## src/rtl/core/angle_aware_linear_interpolator_macros.svh

```systemverilog
// Assertion helpers shared by the interpolator modules.
// Each use needs clk_i and rst_ni in scope.
`ifndef ANGLE_AWARE_LINEAR_INTERPOLATOR_MACROS_SVH
`define ANGLE_AWARE_LINEAR_INTERPOLATOR_MACROS_SVH

// Same-cycle implication.
`define AALI_ASSERT_IMP(lbl, pre, post) \
  lbl: assert property (@(posedge clk_i) disable iff (!rst_ni) (pre) |-> (post)) \
    else $error("interpolator check failed");

// Next-cycle implication.
`define AALI_ASSERT_NXT(lbl, pre, post) \
  lbl: assert property (@(posedge clk_i) disable iff (!rst_ni) (pre) |=> (post)) \
    else $error("interpolator check failed");

`endif

```

## src/rtl/core/aali_pkg.sv

```systemverilog
package aali_pkg;

  // Fixed-point format
  localparam int FRAC_BITS = 16;
  localparam int DATA_W    = 32;
  localparam int WIDE_W    = DATA_W + 1;

  // Pi in fixed point, rounded to nearest
  localparam logic [63:0] PI_Q60    = 64'h3243F6A8885A308D;
  localparam logic [63:0] PI_FX     = (PI_Q60 + (64'd1 << (59 - FRAC_BITS))) >> (60 - FRAC_BITS);
  localparam logic [63:0] TWO_PI_FX = PI_FX << 1;

  // Angle wrap: bias to a nonnegative value, then reciprocal divide by 2pi
  localparam int          WRAP_U_W   = DATA_W + 2;
  localparam int          WRAP_SH    = WRAP_U_W;
  localparam logic [63:0] WRAP_OFS   = TWO_PI_FX * ((64'd1 << (DATA_W - 1)) / TWO_PI_FX + 64'd1);
  localparam logic [63:0] WRAP_RECIP = (64'd1 << WRAP_SH) / TWO_PI_FX;
  localparam int          RECIP_W    = $clog2(WRAP_RECIP + 64'd1);
  localparam int          TWO_PI_W   = $clog2(TWO_PI_FX + 64'd1);
  localparam int          WRAP_LAT   = 3;

  // Scaled quotient
  localparam int QUO_W  = 41;
  localparam int PROD_W = 2 * WIDE_W;
  localparam int NUM_W  = PROD_W + 1;
  localparam int REM_W  = WIDE_W + 1;
  localparam logic [QUO_W-1:0] QUO_CLAMP = QUO_W'(1) << (QUO_W - 1);

  // Queue between front and back
  localparam int FIFO_DEPTH = 8;
  localparam int FIFO_AW    = $clog2(FIFO_DEPTH);
  localparam int FIFO_CW    = FIFO_AW + 1;
  localparam int FRONT_LAT  = WRAP_LAT + 1;

  // Action codes
  localparam logic ACT_LINEAR  = 1'b0;
  localparam logic ACT_ANGULAR = 1'b1;

  typedef struct packed {
    logic                     action;
    logic signed [DATA_W-1:0] value_start;
    logic signed [DATA_W-1:0] position_start;
    logic signed [DATA_W-1:0] value_end;
    logic signed [DATA_W-1:0] position_end;
    logic signed [DATA_W-1:0] query_position;
  } aali_in_t;

  typedef struct packed {
    logic signed [DATA_W-1:0] interpolated;
    logic                     degenerate;
    logic                     saturated;
  } aali_out_t;

  typedef struct packed {
    logic                     angular;
    logic                     degen;
    logic signed [DATA_W-1:0] base;
    logic signed [WIDE_W-1:0] diff;
    logic signed [WIDE_W-1:0] offset;
    logic signed [WIDE_W-1:0] span;
  } aali_job_t;

endpackage

```

## src/rtl/core/aali_queue.sv

```systemverilog
`include "angle_aware_linear_interpolator_macros.svh"

module aali_queue (
  input  logic                         clk_i,
  input  logic                         rst_ni,
  input  logic                         push_i,
  input  aali_pkg::aali_job_t          job_i,
  output logic                         job_valid_o,
  input  logic                         job_ready_i,
  output aali_pkg::aali_job_t          job_o,
  output logic [aali_pkg::FIFO_CW-1:0] count_o
);
  import aali_pkg::*;

  aali_job_t          mem_q [FIFO_DEPTH];
  logic [FIFO_AW-1:0] wptr_q, rptr_q;
  logic [FIFO_CW-1:0] count_q;
  logic               pop;

  assign job_valid_o = (count_q != '0);
  assign pop         = job_valid_o && job_ready_i;
  assign job_o       = mem_q[rptr_q];
  assign count_o     = count_q;

  // Store pushed jobs
  always_ff @(posedge clk_i) begin
    if (push_i) begin
      mem_q[wptr_q] <= job_i;
    end
  end

  // Advance pointers and occupancy
  always_ff @(posedge clk_i or negedge rst_ni) begin
    if (!rst_ni) begin
      wptr_q  <= '0;
      rptr_q  <= '0;
      count_q <= '0;
    end else begin
      if (push_i) begin
        wptr_q <= wptr_q + FIFO_AW'(1);
      end
      if (pop) begin
        rptr_q <= rptr_q + FIFO_AW'(1);
      end
      if (push_i && !pop) begin
        count_q <= count_q + FIFO_CW'(1);
      end else if (pop && !push_i) begin
        count_q <= count_q - FIFO_CW'(1);
      end
    end
  end

  `AALI_ASSERT_IMP(a_no_overflow, push_i, (count_q < FIFO_CW'(FIFO_DEPTH)) || pop)
  `AALI_ASSERT_IMP(a_count_bound, 1'b1, count_q <= FIFO_CW'(FIFO_DEPTH))
  `AALI_ASSERT_NXT(a_push_lands, push_i && !pop, count_q != '0)

endmodule

```

## config.mk

```make
export PLATFORM = sky130hd
export DESIGN_NAME = aali_queue
export DESIGN_NICKNAME = d
export VERILOG_FILES = /design/src/rtl/core/aali_pkg.sv /design/src/rtl/core/aali_queue.sv
export VERILOG_INCLUDE_DIRS = /design/src /design/src/rtl/core
export SDC_FILE = /design/constraint.sdc
export NUM_CORES = 1
export LEC_CHECK = 0
export BUFFER_PORTS_ARGS = -buffer_cell sky130_fd_sc_hd__buf_2
export CAP_MARGIN = 20
export CORE_ASPECT_RATIO = 1.75
export CORE_MARGIN = 4
export CORE_UTILIZATION = 67
export CTS_BUF_LIST = sky130_fd_sc_hd__clkbuf_2 sky130_fd_sc_hd__clkbuf_4 sky130_fd_sc_hd__clkbuf_8
export DETAILED_ROUTE_END_ITERATION = 12
export PLACE_DENSITY = 0.87
export SLEW_MARGIN = 10
export SYNTH_ARGS = -nofsm -noshare
export SYNTH_HDL_FRONTEND = slang
export SYNTH_SLANG_ARGS = --single-unit
```

## constraint.sdc

```tcl
create_clock -name clk_i -period 33.5 [get_ports clk_i]
set_clock_uncertainty 0.15 [all_clocks]
set_input_delay 0 -clock clk_i [delete_from_list [all_inputs] [get_ports clk_i]]
set_output_delay 0 -clock clk_i [all_outputs]
set_load 0.03 [all_outputs]
```

Yosys cells after proc, flatten, opt, wreduce, memory -nomap -nowiden
Memory sizes are Yosys's and may differ from the RTL's.
Cells that the tools add are included.
- bits in registers: 10
- output and inout port bits: 138
- RAM bits: 1064
- input bits: 137
- memories kept: 1
- logic and storage cells: 19
- reduce and logical (&&, ||, !) cells: 7
- muxes and demuxes: 4
- $add $sub $neg: 4
- memory list (memory ; words ; bits a word ; rd ports ; clocked after Yosys merged registers in ; write ports ; RTL line ; text):
    mem_q ; 8 ; 133 ; 1 ; 0 ; 1 ; aali_queue.sv:15 ; aali_job_t mem_q [FIFO_DEPTH];
- operators with widths (kind ; count):
    4-bit 2-to-1 mux ; 2
    3-bit by 1-bit adder with 3-bit output (second input constant) ; 2
    4-bit by 1-bit adder with 4-bit output (second input constant) ; 1
    4-bit nonzero test ; 1
    4-bit by 1-bit subtractor with 4-bit output (second input constant) ; 1
    1-bit logical AND ; 3
    1-bit zero test ; 2
    1-bit 2-to-1 mux ; 2
    2-bit nonzero test ; 1

Depth between registers and ports, before layout
- word-level depth: 5
- depth in mapped cells: 8
- depth with buffers taken out: 8

Least setup slack after synthesis
OpenSTA, ideal clock, no wires.
- path kind: register to register
- start point: register wptr_q[1]
- end point: memory mem_q[0][0] in the netlist's numbering (enable)
- buffers on the path: 0
- required time: 32562 ps
- cell stages (with the launch flop): 3
- data arrival time: 9548 ps
- setup slack: 23014 ps
- library setup time: 788 ps
- period minus slack after synthesis: 10486 ps
- cell sequence: dfrtp_1 nand2b_1 nor3_1
- RTL lines (what ; RTL line ; text):
    from (decl) ; aali_queue.sv:16 ; logic [FIFO_AW-1:0] wptr_q, rptr_q;
    from (signal assigned) ; aali_queue.sv:40 ; wptr_q <= wptr_q + FIFO_AW'(1);
    to (decl) ; aali_queue.sv:15 ;
No word-level cell before the write port.

==> run summary <==
- **outcome** finished clean
- **maximum fanout count along the critical path** 52
- **Critical R2R Capture** count_o[3]$_DFFE_PN0P_
- **hold slack final** 158 ps
- **1st-iter DRT viols** 1,831
- **Compound-Gate Fraction of Synth Area** 0.00101
- **minimum clock period after layout** 4810 ps
- **first-pass iteration count of the detailed router** 7
- **vias per inst** 6.29
- **pwr dens** 85.9 mW/mm2
- **pin count of the biggest net entering global routing** 151
- **total setup buffers inserted after CTS** 0
- **x dimension of the die** 195 um
- **Area growth, synth to finish** 19.0%
- **critical path data arrival time** 4660 ps
- **setup TNS** 0 ps
- **antenna-violating nets left** 0
- **area of the core** 0.0605 mm2
- **most common library cell in the layout ignoring fill and taps** sky130_fd_sc_hd__edfxtp_1
- **TritonCTS clock tree** built
- **port buffer count** 274
- **largest family of logic cells by synthesized area** multiplexers
- **number of levels the H-tree was split into** 4
- **starting utilization of the core area** 0.678
- **normalized max-slew margin** 0.284
- **wire length of the first global-routing pass** 136,000 um
- **Layout fillers** 2,726
- **number of hold violations in the final report** 0
- **Simple-Gate Fraction of Synth Area** 0.00299
- **clock latency on the worst-skew pair** 760 ps
- **number of unique standard cell types used by synthesis** 28
- **sum of overflow across all layers after global routing** 0
- **Setup crit end kind** primary output
- **Slew @ Worst Pin** 1070 ps
- **number of antenna violations at the first check in global routing** 6
- **Critical Path RT** 33,350 ps
- **via count of the routed design** 19,808
- **xor and xnor fraction of the mapped netlist area** 0.00128
- **final-report max-slew violation count** 0
- **portion of synthesized cell area occupied by the leading cell type** 0.780
- **origin of the critical flop-to-flop path** count_o[0]$_DFFE_PN0P_
- **TritonCTS sink count** 1,074
- **Worst Reg2Reg Path Length in Cells** 8
- **fraction of layout cells with a size suffix above 1** 0.352
- **adder-cell share of the synthesized area** 0.00202
- **library cell occupying the most area in the post-synthesis netlist** sky130_fd_sc_hd__edfxtp_1
- **final layout net count** 2,389
- **full die area** 0.0653 mm2
- **Synth Instances** 1,597
- **sequential element share of the synthesized area** 0.786
- **final worst path period share** 0.144
- **setup slack on the worst flop-to-flop path** 30,310 ps
- **most frequent cells in the layout** 1,064 x sky130_fd_sc_hd__edfxtp_1, 274 x sky130_fd_sc_hd__buf_2, 272 x sky130_fd_sc_hd__dlygate4sd3_1
- **Root Buffer Master** sky130_fd_sc_hd__clkbuf_8
- **final weighted congestion in routability-driven placement** 0.716
- **Detailed Route WL** 90,100 um
- **reported leakage power** 16.5 nW
- **aggregate global-route resource usage** 0.280
- **buffer levels on the longest clock path** 3
- **number of rows created at floorplan** 119
- **nets in the synthesized netlist** 1,740
- **DR WL/cell** 28.6 um
- **detailed-route DRC error count** 0
- **number of max-capacitance violations reported** 0
- **Detailed Place HPWL** 45,100 um
- **Final setup viols** 0
- **post-cts resize count** 0
- **vias in the first global route** 21,718
- **mean instance size in the synthesized netlist** 25.6 um2
- **Hold Crit Class** input port to async pin
- **summed instance area of the synthesized netlist** 0.0410 mm2
- **I/O pin count** 275
- **CTS Hold Bufs** 272
- **Achievable Freq** 208 MHz
- **Die Y** 335 um
- **RSZ-0062 raised after global routing** no
- **Num CTS Buffers** 144
- **Setup crit start kind** flop
- **share of cell area taken by muxes after synthesis** 0.194
- **dominant cells by area after synthesis** sky130_fd_sc_hd__edfxtp_1 78%, sky130_fd_sc_hd__mux4_2 8.5%, sky130_fd_sc_hd__mux4_1 7.1%
- **Synth Warn #** 0
- **type of the worst setup path** flop to primary output
- **clock transition at the register clock pins on the worst setup and hold paths after CTS** 70 ps
- **post-synthesis register bit count** 1,074
- **peak ir drop on the vdd network** 0.0870 mV
worst max-delay path by stage:
stage / from / to / slack (ps) / cells past startpoint
floorplan: wptr_q[1]$_DFFE_PN0P_ / mem_q[0][0]$_DFFE_PP_ / 23010 / 2
finish: rptr_q[0]$_DFFE_PN0P_ / job_o[101] / 28690 / 6
detailed placement: rptr_q[0]$_DFFE_PN0P_ / job_o[69] / 29050 / 5
global route: rptr_q[0]$_DFFE_PN0P_ / job_o[92] / 28420 / 6
global placement: rptr_q[0]$_DFFE_PN0P_ / job_o[69] / 29200 / 5
CTS: rptr_q[0]$_DFFE_PN0P_ / job_o[69] / 28200 / 5
final cells by class:
class                   count  area [um2]  area share
flip-flops and latches   1074       32200       0.661
well taps                 786         983      0.0202
repair buffers            579        4430      0.0908
diodes                      6        15.0    0.000308
clock buffers             181        2270      0.0465
inverters                   1        3.75   0.0000770
clock inverters            77         539      0.0111
multi-input cells         446        8300       0.170
flip-flops by register name, indices dropped and copies added, names as in the netlist:
name,flops
wptr_q,3
count_o,4
mem_q,1064
rptr_q,3
cells in the mapped netlist (all sizes together):
cell / instances
edfxtp: 1064
mux4: 266
mux2: 136
buf: 50
clkbuf: 26
dfrtp: 10
nand2: 6
nor2: 6
ha: 5
xnor2: 5
nand2b: 3
nand3: 3
nor3: 3
a21oi: 2
o211ai: 2
or4: 2
a2111o: 1
fa: 1
inv: 1
mux2i: 1
nand3b: 1
o21ai: 1
or3: 1
xor2: 1
metrics by stage:
| step | setup WS [ps] | instances | util | instance area (um2) | total power, mW |
|---|---|---|---|---|---|
| 2_1_floorplan | 23010 | 1597 | - | 41000 | 2.85 |
| 3_5_place_dp | 29050 | 2611 | 0.713 | 43100 | 3.20 |
| 4_1_cts | 28200 | 3141 | 0.805 | 48700 | 4.17 |
| 5_1_grt | 28420 | 3150 | 0.806 | 48700 | 4.35 |
| 3_3_place_gp | 29200 | 2611 | 0.713 | 43100 | 3.15 |
| 6_report | 28690 | 3150 | 0.806 | 48700 | 4.19 |
report_power, final:
part | switching (mW) | internal, mW
Clock | 0.471 | 0.494
Combinational | 0.846 | 0.590
Sequential | 0.0979 | 1.69
metal layers:
metal / share of wire / global-route usage
met5: 0 / 0
met4: 0.029 / 0.104
met2: 0.54 / 0.493
met1: 0.36 / 0.354
met3: 0.068 / 0.0512
worst max-delay path: stages (launching register included):
cell                      delay [ps]
sky130_fd_sc_hd__dfrtp_4        1000
sky130_fd_sc_hd__buf_4           440
sky130_fd_sc_hd__buf_16          310
sky130_fd_sc_hd__buf_4           820
sky130_fd_sc_hd__mux4_1          710
sky130_fd_sc_hd__mux2_2          320
sky130_fd_sc_hd__buf_2           180
cells by family (layout without fill, tap and decap cells):
kind of cell | count (synthesis) | count (layout)
buffers and inverters | 77 | 838
AND/OR/NAND/NOR | 25 | 25
XOR/XNOR | 6 | 6
multiplexers | 403 | 403
adder cells (fa/ha/maj) | 6 | 6
AO/OA/AOI/OAI | 6 | 6
other | 0 | 6
flip-flops | 1074 | 1074
Power figures use the tool's default switching activity.
