File: src/rtl/core/angle_aware_linear_interpolator_macros.svh
// Assertion helpers shared by the interpolator modules.
// Each use needs clk_i and rst_ni in scope.
`ifndef ANGLE_AWARE_LINEAR_INTERPOLATOR_MACROS_SVH
`define ANGLE_AWARE_LINEAR_INTERPOLATOR_MACROS_SVH

// Same-cycle implication.
`define AALI_ASSERT_IMP(lbl, pre, post) \
  lbl: assert property (@(posedge clk_i) disable iff (!rst_ni) (pre) |-> (post)) \
    else $error("interpolator check failed");

// Next-cycle implication.
`define AALI_ASSERT_NXT(lbl, pre, post) \
  lbl: assert property (@(posedge clk_i) disable iff (!rst_ni) (pre) |=> (post)) \
    else $error("interpolator check failed");

`endif

File: src/rtl/core/aali_pkg.sv
package aali_pkg;

  // Fixed-point format
  localparam int FRAC_BITS = 16;
  localparam int DATA_W    = 32;
  localparam int WIDE_W    = DATA_W + 1;

  // Pi in fixed point, rounded to nearest
  localparam logic [63:0] PI_Q60    = 64'h3243F6A8885A308D;
  localparam logic [63:0] PI_FX     = (PI_Q60 + (64'd1 << (59 - FRAC_BITS))) >> (60 - FRAC_BITS);
  localparam logic [63:0] TWO_PI_FX = PI_FX << 1;

  // Angle wrap: bias to a nonnegative value, then reciprocal divide by 2pi
  localparam int          WRAP_U_W   = DATA_W + 2;
  localparam int          WRAP_SH    = WRAP_U_W;
  localparam logic [63:0] WRAP_OFS   = TWO_PI_FX * ((64'd1 << (DATA_W - 1)) / TWO_PI_FX + 64'd1);
  localparam logic [63:0] WRAP_RECIP = (64'd1 << WRAP_SH) / TWO_PI_FX;
  localparam int          RECIP_W    = $clog2(WRAP_RECIP + 64'd1);
  localparam int          TWO_PI_W   = $clog2(TWO_PI_FX + 64'd1);
  localparam int          WRAP_LAT   = 3;

  // Scaled quotient
  localparam int QUO_W  = 41;
  localparam int PROD_W = 2 * WIDE_W;
  localparam int NUM_W  = PROD_W + 1;
  localparam int REM_W  = WIDE_W + 1;
  localparam logic [QUO_W-1:0] QUO_CLAMP = QUO_W'(1) << (QUO_W - 1);

  // Queue between front and back
  localparam int FIFO_DEPTH = 8;
  localparam int FIFO_AW    = $clog2(FIFO_DEPTH);
  localparam int FIFO_CW    = FIFO_AW + 1;
  localparam int FRONT_LAT  = WRAP_LAT + 1;

  // Action codes
  localparam logic ACT_LINEAR  = 1'b0;
  localparam logic ACT_ANGULAR = 1'b1;

  typedef struct packed {
    logic                     action;
    logic signed [DATA_W-1:0] value_start;
    logic signed [DATA_W-1:0] position_start;
    logic signed [DATA_W-1:0] value_end;
    logic signed [DATA_W-1:0] position_end;
    logic signed [DATA_W-1:0] query_position;
  } aali_in_t;

  typedef struct packed {
    logic signed [DATA_W-1:0] interpolated;
    logic                     degenerate;
    logic                     saturated;
  } aali_out_t;

  typedef struct packed {
    logic                     angular;
    logic                     degen;
    logic signed [DATA_W-1:0] base;
    logic signed [WIDE_W-1:0] diff;
    logic signed [WIDE_W-1:0] offset;
    logic signed [WIDE_W-1:0] span;
  } aali_job_t;

endpackage

File: src/rtl/core/aali_wrap.sv
module aali_wrap (
  input  logic                             clk_i,
  input  logic                             en_i,
  input  logic signed [aali_pkg::DATA_W-1:0] x_i,
  output logic signed [aali_pkg::DATA_W-1:0] y_o
);
  import aali_pkg::*;

  localparam int M1_W = WRAP_U_W + RECIP_W;
  localparam int M2_W = RECIP_W + TWO_PI_W;

  logic [WRAP_U_W-1:0] u_s0;
  logic [WRAP_U_W-1:0] u1_q, u2_q;
  logic [M1_W-1:0]     m1_d, m1_q;
  logic [RECIP_W-1:0]  quo_s1;
  logic [M2_W-1:0]     qt_full;
  logic [WRAP_U_W-1:0] qt2_q;
  logic [WRAP_U_W-1:0] r_raw, r_fix;
  logic [DATA_W-1:0]   y_q;

  // Bias into a nonnegative range and estimate the turn count
  assign u_s0 = {{(WRAP_U_W - DATA_W){x_i[DATA_W-1]}}, x_i}
              + WRAP_U_W'(PI_FX + WRAP_OFS);
  assign m1_d = {{RECIP_W{1'b0}}, u_s0} * {{WRAP_U_W{1'b0}}, RECIP_W'(WRAP_RECIP)};

  // Multiply the turn count back by 2pi
  assign quo_s1  = m1_q[M1_W-1:WRAP_SH];
  assign qt_full = {{TWO_PI_W{1'b0}}, quo_s1} * {{RECIP_W{1'b0}}, TWO_PI_W'(TWO_PI_FX)};

  // Remainder with one correction step, then recenter
  always_comb begin
    r_raw = u2_q - qt2_q;
    r_fix = r_raw;
    if (r_raw >= WRAP_U_W'(TWO_PI_FX)) begin
      r_fix = r_raw - WRAP_U_W'(TWO_PI_FX);
    end
  end

  always_ff @(posedge clk_i) begin
    if (en_i) begin
      u1_q  <= u_s0;
      m1_q  <= m1_d;
      u2_q  <= u1_q;
      qt2_q <= WRAP_U_W'(qt_full);
      y_q   <= DATA_W'(r_fix - WRAP_U_W'(PI_FX));
    end
  end

  assign y_o = $signed(y_q);

endmodule

File: src/rtl/core/aali_front.sv
module aali_front (
  input  logic                            clk_i,
  input  logic                            rst_ni,
  input  logic                            cfg_we_i,
  input  logic [15:0]                     cfg_wdata_i,
  input  logic                            in_valid_i,
  output logic                            in_ready_o,
  input  aali_pkg::aali_in_t              in_data_i,
  input  logic [aali_pkg::FIFO_CW-1:0]    q_count_i,
  output logic                            push_o,
  output aali_pkg::aali_job_t             job_o
);
  import aali_pkg::*;

  typedef struct packed {
    logic                     angular;
    logic signed [DATA_W-1:0] v0;
    logic signed [DATA_W-1:0] v1;
    logic signed [WIDE_W-1:0] span;
    logic signed [WIDE_W-1:0] offset;
  } side_t;

  logic [15:0]              thr_q;
  logic [FRONT_LAT-1:0]     vld_q;
  side_t                    side_d;
  side_t                    side_q [WRAP_LAT];
  side_t                    side_w;
  logic signed [DATA_W-1:0] w0, w1;
  logic [FIFO_CW:0]         inflight;
  logic                     accept;
  logic signed [DATA_W+1:0] w0x, w1x, d_ang;
  logic signed [WIDE_W-1:0] d_lin;
  logic [WIDE_W-1:0]        span_mag;
  aali_job_t                job_d, job_q;

  localparam logic signed [DATA_W+1:0] PI_S     = $signed((DATA_W + 2)'(PI_FX));
  localparam logic signed [DATA_W+1:0] TWO_PI_S = $signed((DATA_W + 2)'(TWO_PI_FX));

  // Threshold register
  always_ff @(posedge clk_i or negedge rst_ni) begin
    if (!rst_ni) begin
      thr_q <= '0;
    end else if (cfg_we_i) begin
      thr_q <= cfg_wdata_i;
    end
  end

  // Admit a transfer only while the queue has room for everything in flight
  assign inflight   = (FIFO_CW + 1)'($countones(vld_q));
  assign in_ready_o = ({1'b0, q_count_i} + inflight) < (FIFO_CW + 1)'(FIFO_DEPTH);
  assign accept     = in_valid_i && in_ready_o;

  always_ff @(posedge clk_i or negedge rst_ni) begin
    if (!rst_ni) begin
      vld_q <= '0;
    end else begin
      vld_q <= {vld_q[FRONT_LAT-2:0], accept};
    end
  end

  // Differences taken at entry
  always_comb begin
    side_d.angular = (in_data_i.action == ACT_ANGULAR);
    side_d.v0      = in_data_i.value_start;
    side_d.v1      = in_data_i.value_end;
    side_d.span    = {in_data_i.position_end[DATA_W-1], in_data_i.position_end}
                   - {in_data_i.position_start[DATA_W-1], in_data_i.position_start};
    side_d.offset  = {in_data_i.query_position[DATA_W-1], in_data_i.query_position}
                   - {in_data_i.position_start[DATA_W-1], in_data_i.position_start};
  end

  // Hold side data alongside the wrap units
  always_ff @(posedge clk_i) begin
    side_q[0] <= side_d;
    for (int i = 1; i < WRAP_LAT; i++) begin
      side_q[i] <= side_q[i-1];
    end
  end

  aali_wrap u_wrap_start (
    .clk_i (clk_i),
    .en_i  (1'b1),
    .x_i   (in_data_i.value_start),
    .y_o   (w0)
  );

  aali_wrap u_wrap_end (
    .clk_i (clk_i),
    .en_i  (1'b1),
    .x_i   (in_data_i.value_end),
    .y_o   (w1)
  );

  assign side_w = side_q[WRAP_LAT-1];

  // Classify: base, difference (short way for angles), degenerate span
  always_comb begin
    w0x   = {{2{w0[DATA_W-1]}}, w0};
    w1x   = {{2{w1[DATA_W-1]}}, w1};
    d_ang = w1x - w0x;
    if (d_ang > PI_S) begin
      d_ang = d_ang - TWO_PI_S;
    end else if (d_ang < -PI_S) begin
      d_ang = d_ang + TWO_PI_S;
    end
    d_lin    = {side_w.v1[DATA_W-1], side_w.v1} - {side_w.v0[DATA_W-1], side_w.v0};
    span_mag = side_w.span[WIDE_W-1] ? WIDE_W'(-side_w.span) : WIDE_W'(side_w.span);

    job_d.angular = side_w.angular;
    job_d.degen   = span_mag <= {{(WIDE_W - 16){1'b0}}, thr_q};
    job_d.base    = side_w.angular ? w0 : side_w.v0;
    job_d.diff    = side_w.angular ? $signed(WIDE_W'(d_ang)) : d_lin;
    job_d.offset  = side_w.offset;
    job_d.span    = side_w.span;
  end

  always_ff @(posedge clk_i) begin
    job_q <= job_d;
  end

  assign push_o = vld_q[FRONT_LAT-1];
  assign job_o  = job_q;

endmodule

File: config.mk
export PLATFORM = sky130hd
export DESIGN_NAME = aali_front
export DESIGN_NICKNAME = d
export VERILOG_FILES = /design/src/rtl/core/angle_aware_linear_interpolator_macros.svh /design/src/rtl/core/aali_pkg.sv /design/src/rtl/core/aali_wrap.sv /design/src/rtl/core/aali_front.sv
export SDC_FILE = /design/constraint.sdc
export NUM_CORES = 2
export LEC_CHECK = 0
export BUFFER_PORTS_ARGS = -buffer_cell sky130_fd_sc_hd__buf_2
export CAP_MARGIN = 25
export CORE_ASPECT_RATIO = 0.6
export CORE_MARGIN = 4
export CORE_UTILIZATION = 60
export DETAILED_ROUTE_END_ITERATION = 10
export GPL_TIMING_DRIVEN = 0
export PLACE_DENSITY = 0.83
export SYNTH_ARGS = -nofsm -noshare
export SYNTH_HDL_FRONTEND = slang
export SYNTH_SLANG_ARGS = --single-unit
File: constraint.sdc
create_clock -name clk_i -period 12.93 [get_ports clk_i]
set_input_delay 0.6465 -clock clk_i [delete_from_list [all_inputs] [get_ports clk_i]]
set_output_delay 0.6465 -clock clk_i [all_outputs]
set_load 0.005 [all_outputs]
# --- Word level (Yosys, flattened, before mapping) ---
# Memories as Yosys holds them, arrays and structs flattened.
# Cells that the tools add are included.
word_totals:
  register_bits: 519
  latchBits: 0
  mem_bits_rw: 393
  romBits: 0
  n_memories: 1
mem_list:
  columns: ["name", "words", "word_bits", "rd", "rd_clocked_by_memory_dff", "write_ports", "line_no", "source"]
  rows:
  - ["side_q", 3, 131, 3, 0, 3, "aali_front.sv:26", "side_t side_q [WRAP_LAT];"]
op_classes:
  addsub: 19
  mul: 4
  n_div: 0
  order_cmp: 6
  n_eq_ne: 0
  shifts: 0
  n_mux: 7
  bitwise_logic: 0
  n_reduce_logical: 1
ops:
  columns: ["op", "count"]
  rows:
  - ["$mux 33", 4]
  - ["$sub 32x32->33", 4]
  - ["$mul 34x16->50 const B", 2]
  - ["$mux 32", 3]
  - ["$add 32x33->34 const B", 2]
  - ["$ge 34x19->1 const B", 2]
  - ["$sub 34x34->34", 2]
  - ["$mul 16x18->33 const B", 2]
  - ["$sub 32x18->32 const B", 2]
  - ["$sub 32x19->32 const B", 2]
  - ["$add 33x20->33 const B", 1]
  - ["$gt 33x19->1 const B", 1]
  - ["$le 33x16->1", 1]
  - ["$lt 33x19->1 const B", 1]
  - ["$neg 33->33", 1]
  - ["$sub 33x20->33 const B", 1]
  - ["$add 4x3->5", 1]
  - ["$lt 5x4->1 const B", 1]
  - ["$add 1x1->2", 2]
  - ["$add 2x2->3", 1]
  - ["$logic_and 1x1->1", 1]

# --- Depth between registers and ports, before layout ---
depth:
  word_depth: 5
  depth_mapped: 43
  depth_no_buf: 43

# --- Cells and area by module ---
# From an unflattened synthesis, not the netlist that was laid out.
unflattened:
  cells_unflattened: 6596
  area_unflattened_um2: 66546.3
modules_own_cells:
  columns: ["module", "n_inst", "cells_per_inst", "area_per_inst_um2"]
  rows:
  - ["aali_wrap (u_wrap_end)", 1, 2268, 22612.9]
  - ["aali_wrap (u_wrap_start)", 1, 2191, 22221.3]
  - ["aali_front", 1, 2137, 21712.1]

# --- Worst setup path before layout ---
# OpenSTA, ideal clock, no wires.
synth_path:
  path_type: "input -> register"
  from: "input port in_data_i[65] (netlist bit)"
  to: "register u_wrap_end.m1_q[49]"
  setup_time_ns: 0.072
  arrival_time_ns: 9.286
  required_time_ns: 12.858
  path_slack_ns: 3.571
  path_stages: 41
  path_cell_list: "inv_1 -> ha_1 -> a21boi_0 -> nand2_1 -> or3_1 -> a21oi_1 -> inv_1 -> o21ai_0 -> inv_1 -> o21ai_0 -> nor2b_1 -> nor2_1 -> or2_2 -> nand2_1 -> xor2_1 -> xnor2_1 -> xnor2_1 -> fa_1 -> (+5 left out) -> fa_1 -> inv_1 -> ha_1 -> a21o_1 -> a21o_1 -> a21oi_1 -> o21ai_0 -> a221oi_1 -> o21ai_0 -> a2111oi_0 -> o31ai_1 -> o21a_1 -> o21a_1 -> nor2_1 -> o2111a_1 -> o21bai_1 -> a21oi_1 -> xnor2_1"
synth_between:
  elab_chain_len: 2
synth_lines:
  columns: ["element", "line_no", "source"]
  rows:
  - ["start: declaration", "aali_front.sv:8", "input aali_pkg::aali_in_t in_data_i,"]
  - ["$add 32x33->34", "aali_wrap.sv:23", "+ WRAP_U_W'(PI_FX + WRAP_OFS);"]
  - ["$mul 34x16->50", "aali_wrap.sv:24", "assign m1_d = {{RECIP_W{1'b0}}, u_s0} * {{WRAP_U_W{1'b0}}, RECIP_W'(WRAP_RECIP)};"]
  - ["net u_wrap_end.m1_d[49]", "aali_wrap.sv:14", "logic [M1_W-1:0] m1_d, m1_q;"]
  - ["end signal: assignment", "aali_wrap.sv:42", "m1_q <= m1_d;"]
  - ["end: declaration", "aali_wrap.sv:14", null]
# The timed path passes the listed nets, and every way through them passes these cells.
# A chain may end at the register's enable or synchronous reset.

# --- Final worst setup path ---
layout_path:
  from: "input port in_data_i[129] (netlist bit)"
  to: "register u_wrap_start.m1_q[44]"
layout_between:
  elab_chain_len: 2
layout_lines:
  columns: ["element", "line_no"]
  rows:
  - ["$add 32x33->34", "aali_wrap.sv:23"]
  - ["$mul 34x16->50", "aali_wrap.sv:24"]
  - ["net u_wrap_start.m1_d[44]", "aali_wrap.sv:14"]
  - ["end signal: assignment", "aali_wrap.sv:42"]
  - ["end: declaration", "aali_wrap.sv:14"]
# The timed path passes the listed nets, and every way through them passes these cells.

==> out/summary.md <==
- 109400 µm² — Die Outline Area
- 20610 µm — Met3 Wirelength
- 62400 µm² — combined area of all synthesized cells
- 181300 µm — Post-Route WL
- in_data_i[160] — hold path startpoint
- sky130_fd_sc_hd__dfxtp_1 — library cell with the largest summed area after synthesis
- 13.55 ns — data required time at the worst endpoint
- sky130_fd_sc_hd__xor2_1 — standard cell with the maximum stage delay on the critical path
- sky130_fd_sc_hd__dfxtp_1 — ys flop type
- 0 — Final Setup Violations
- 5043 — initial DRC count
- 0 ns — final-layout setup total negative slack
- 2.381% — share of flip-flops with an asynchronous set or reset
- 8258 — Cells after DPL
- 11.79 ns — data arrival time of the worst path
- 26 — R2R cell count
- 72450 µm — Detail Route met2 WL
- false — unrepaired setup endpoints after global routing
- met5 — top routing layer used
- 26.31% — top-area cell type share of the netlist area
- 102900 µm² — standard cell core area
- u_wrap_start.qt2_q[30]$_DFF_P_ — reg-to-reg critical path endpoint
- 0 — Synthesis Warnings
- 0 — number of enable flip-flop cells after synthesis
- 8 — peak fanout along the critical path
- 319 — I/O Buffers
- 3 — number of H-tree branching levels
- 3 — buffers from clock root to sink, at most
- 46980 — via count of the first global-routing pass
- input pin — category of the worst setup path launch point
- 14 — number of antenna violations at the first check in global routing
- 0.08954 GHz — Achievable Freq
- 21.55 µm — detail-routed net length per standard cell
- flip-flop — crit path capture type
- 66.86% — post-layout util
- 8.144% — proportion of layout cells with a drive suffix above 1
- 153700 µm — DP HPWL
- 8165 — Post-Synthesis Net Count
- 8586 — number of nets in the final layout
- 0 — number of buffers inserted by post-CTS setup repair
- 257.8 µm — Die Height
- 424.3 µm — width of the die
- 1 — cell depth of the worst min-delay path
- 6 — First-pass DRT Iterations
- u_wrap_start.m1_q[38]$_DFF_P_ — launch instance of the worst register-to-register path
- 65900 µm² — Post-DP Area
- 0 — max-capacitance violation count
- 320 — Top-Level Pins
- 0.69 ns — largest stage delay on the critical path
- 6526 — synthesized netlist cell count
- 5.16 ns — R2R setup slack
- sky130_fd_sc_hd__clkbuf_16 — root buffer selected by CTS
- 11.17 ns — post-layout minimum cycle time
- 10.28% — area growth from synthesis to layout
- 8411 — count of non-filler cells in the finished layout
- sky130_fd_sc_hd__inv_1 (1233), sky130_fd_sc_hd__ha_1 (907), sky130_fd_sc_hd__dfxtp_1 (820) — highest-count cells in the layout ignoring fill and taps
- 68810 µm² — Post-Layout Inst Area
- 27.11% — part of the Yosys area used for sequential elements
- 23.32% — Rel. slew slack
- input pin to flip-flop — Setup Crit Path Kind
- 840 — number of clock sinks
- 0 — sum of overflow across all layers after global routing
- 1.146 ns — slew at the pin closest to its max-slew limit
- 21 — maximum number of pins on one net before global-route repair
- 0 — count of nets left with antenna violations after detail routing
- sky130_fd_sc_hd__dfxtp_1 (26%), sky130_fd_sc_hd__ha_1 (18%), sky130_fd_sc_hd__fa_1 (18%), sky130_fd_sc_hd__inv_1 (7.4%), sky130_fd_sc_hd__xnor2_1 (4.5%) — cells taking the most area after synthesis
- 0.71 ns — Clock Latency Late Sink
- 0.07 ns — clock slew at reported path FFs
- 32.77% — global-route total usage across every layer
- 109 — distinct cell type count after synthesis
- 840 — post-synthesis sequential element count
- 78 — number of clock buffers inserted by TritonCTS
- 48620 — vias
- sky130_fd_sc_hd__inv_1 — cell occurring most often along the worst timing path
- 0 — final hold violation count
- 1.002 — final weighted congestion in routability-driven placement
- 86.38% — period utilization
- sky130_fd_sc_hd__inv_1 — commonest non-fill, non-tap cell in the layout
- 0 — Remaining DRCs
- 91 — Row Count
- input pin to flip-flop — worst hold-check path type
- completed — outcome
- 5.780 — post-detailed-route via-to-cell ratio
- 277000 µm — first-pass GRT wire length
- 0.06129 ns — Post-Route Skew
- 0 — Final Max Tran Viols
- side_q[0][130]$_DFF_P_ — Hold Path Sink
- 84180 µm — detailed-routing wirelength on met1
- 0 — post-cts gate resize count
- 60.62% — initial core utilization
- 9.561 µm² — mean cell area of the mapped netlist
- done — CTS tree
## metal layers
metal	track usage, %	vias up
met1	51.15	23630
met2	45.58	2262
li1	-	22470
met4	7.029	12
met5	0	-
met3	7.938	245
## sequential cells by signal (all words and copies together) (netlist names)
name / cells
u_wrap_start.m1_q: 16
vld_q: 4
job_o: 133
u_wrap_start.y_o: 32
u_wrap_start.u2_q: 33
u_wrap_end.u2_q: 33
u_wrap_end.u1_q: 33
u_wrap_start.u1_q: 33
u_wrap_end.y_o: 32
side_q: 393
u_wrap_end.m1_q: 16
u_wrap_end.qt2_q: 33
thr_q: 16
u_wrap_start.qt2_q: 33
## worst max path at each step
stage,startpoint,end,cells after the start
2_1_floorplan,in_data_i[65],u_wrap_end.m1_q[49]$_DFF_P_,41
3_3_place_gp,in_data_i[129],u_wrap_start.m1_q[49]$_DFF_P_,40
3_5_place_dp,in_data_i[129],u_wrap_start.m1_q[49]$_DFF_P_,42
4_1_cts,in_data_i[129],u_wrap_start.m1_q[44]$_DFF_P_,44
5_1_grt,in_data_i[129],u_wrap_start.m1_q[49]$_DFF_P_,42
6_report,in_data_i[129],u_wrap_start.m1_q[44]$_DFF_P_,44
## cell usage after synthesis (all sizes together) (15+ instances only)
| master | number |
|---|---|
| inv | 1233 |
| ha | 907 |
| dfxtp | 820 |
| fa | 547 |
| nand2 | 323 |
| xnor2 | 319 |
| nor2 | 316 |
| a21oi | 300 |
| o21ai | 285 |
| xor2 | 148 |
| nor3 | 107 |
| nand3 | 103 |
| a21o | 96 |
| o21a | 68 |
| clkbuf | 64 |
| nand2b | 57 |
| nand4 | 54 |
| and3 | 53 |
| nor2b | 53 |
| a31oi | 46 |
| or3 | 45 |
| and2 | 44 |
| a211oi | 39 |
| or2 | 39 |
| o31ai | 37 |
| nor4 | 30 |
| o21bai | 29 |
| o211ai | 27 |
| a21boi | 20 |
| dfrtp | 20 |
| o31a | 17 |
| nand3b | 16 |
| a211o | 15 |
| mux2i | 15 |
## cell type report
class	count	area [µm²]
repair buffers	341	1775
diodes	5	12.51
multi-input cells	4380	40580
plain buffers	70	274.0
flip-flops and latches	840	16920
fillers	7930	34110
clock inverters	49	742.0
inverters	1236	4639
well taps	1395	1745
clock buffers	95	2127
## worst max-delay path, delay by kind of cell
kind	cells	cell delay, ns
simple gates	9	1.68
buf+inv	9	1.15
compound gates	16	4.26
fa+ha+maj	8	3.19
xor+xnor	2	0.81
## repair_timing
item                                   CTS  global route
hold buffers                             1             0
endpoints found under the hold margin   20             0
setup endpoints to repair                0             0
## kinds of logic (layout without fill, tap and decap cells)
logic type / count (synthesis) / in the layout / synth area share (%)
compound gates: 1151 / 1151 / 12.09
mux: 23 / 23 / 0.3850
simple gates: 1285 / 1285 / 10.25
other cells: 0 / 5 / 0
buf+inv: 1306 / 1791 / 7.874
flops: 840 / 840 / 27.11
xor+xnor: 467 / 467 / 6.555
fa+ha+maj: 1454 / 1454 / 35.74
## per-stage QoR
step / setup slack [ns] / hold WS, ns
after floorplan: 3.571 / 0.3096
after global placement: 1.312 / 0.3098
after detailed placement: 1.369 / 0.3121
after CTS: 2.011 / 0.01328
after global routing: 0.9537 / 0.02503
final: 1.761 / 0.05656
Power is not shown: default switching activity piles up to over one toggle a cycle in this logic, so the estimate is an artifact.
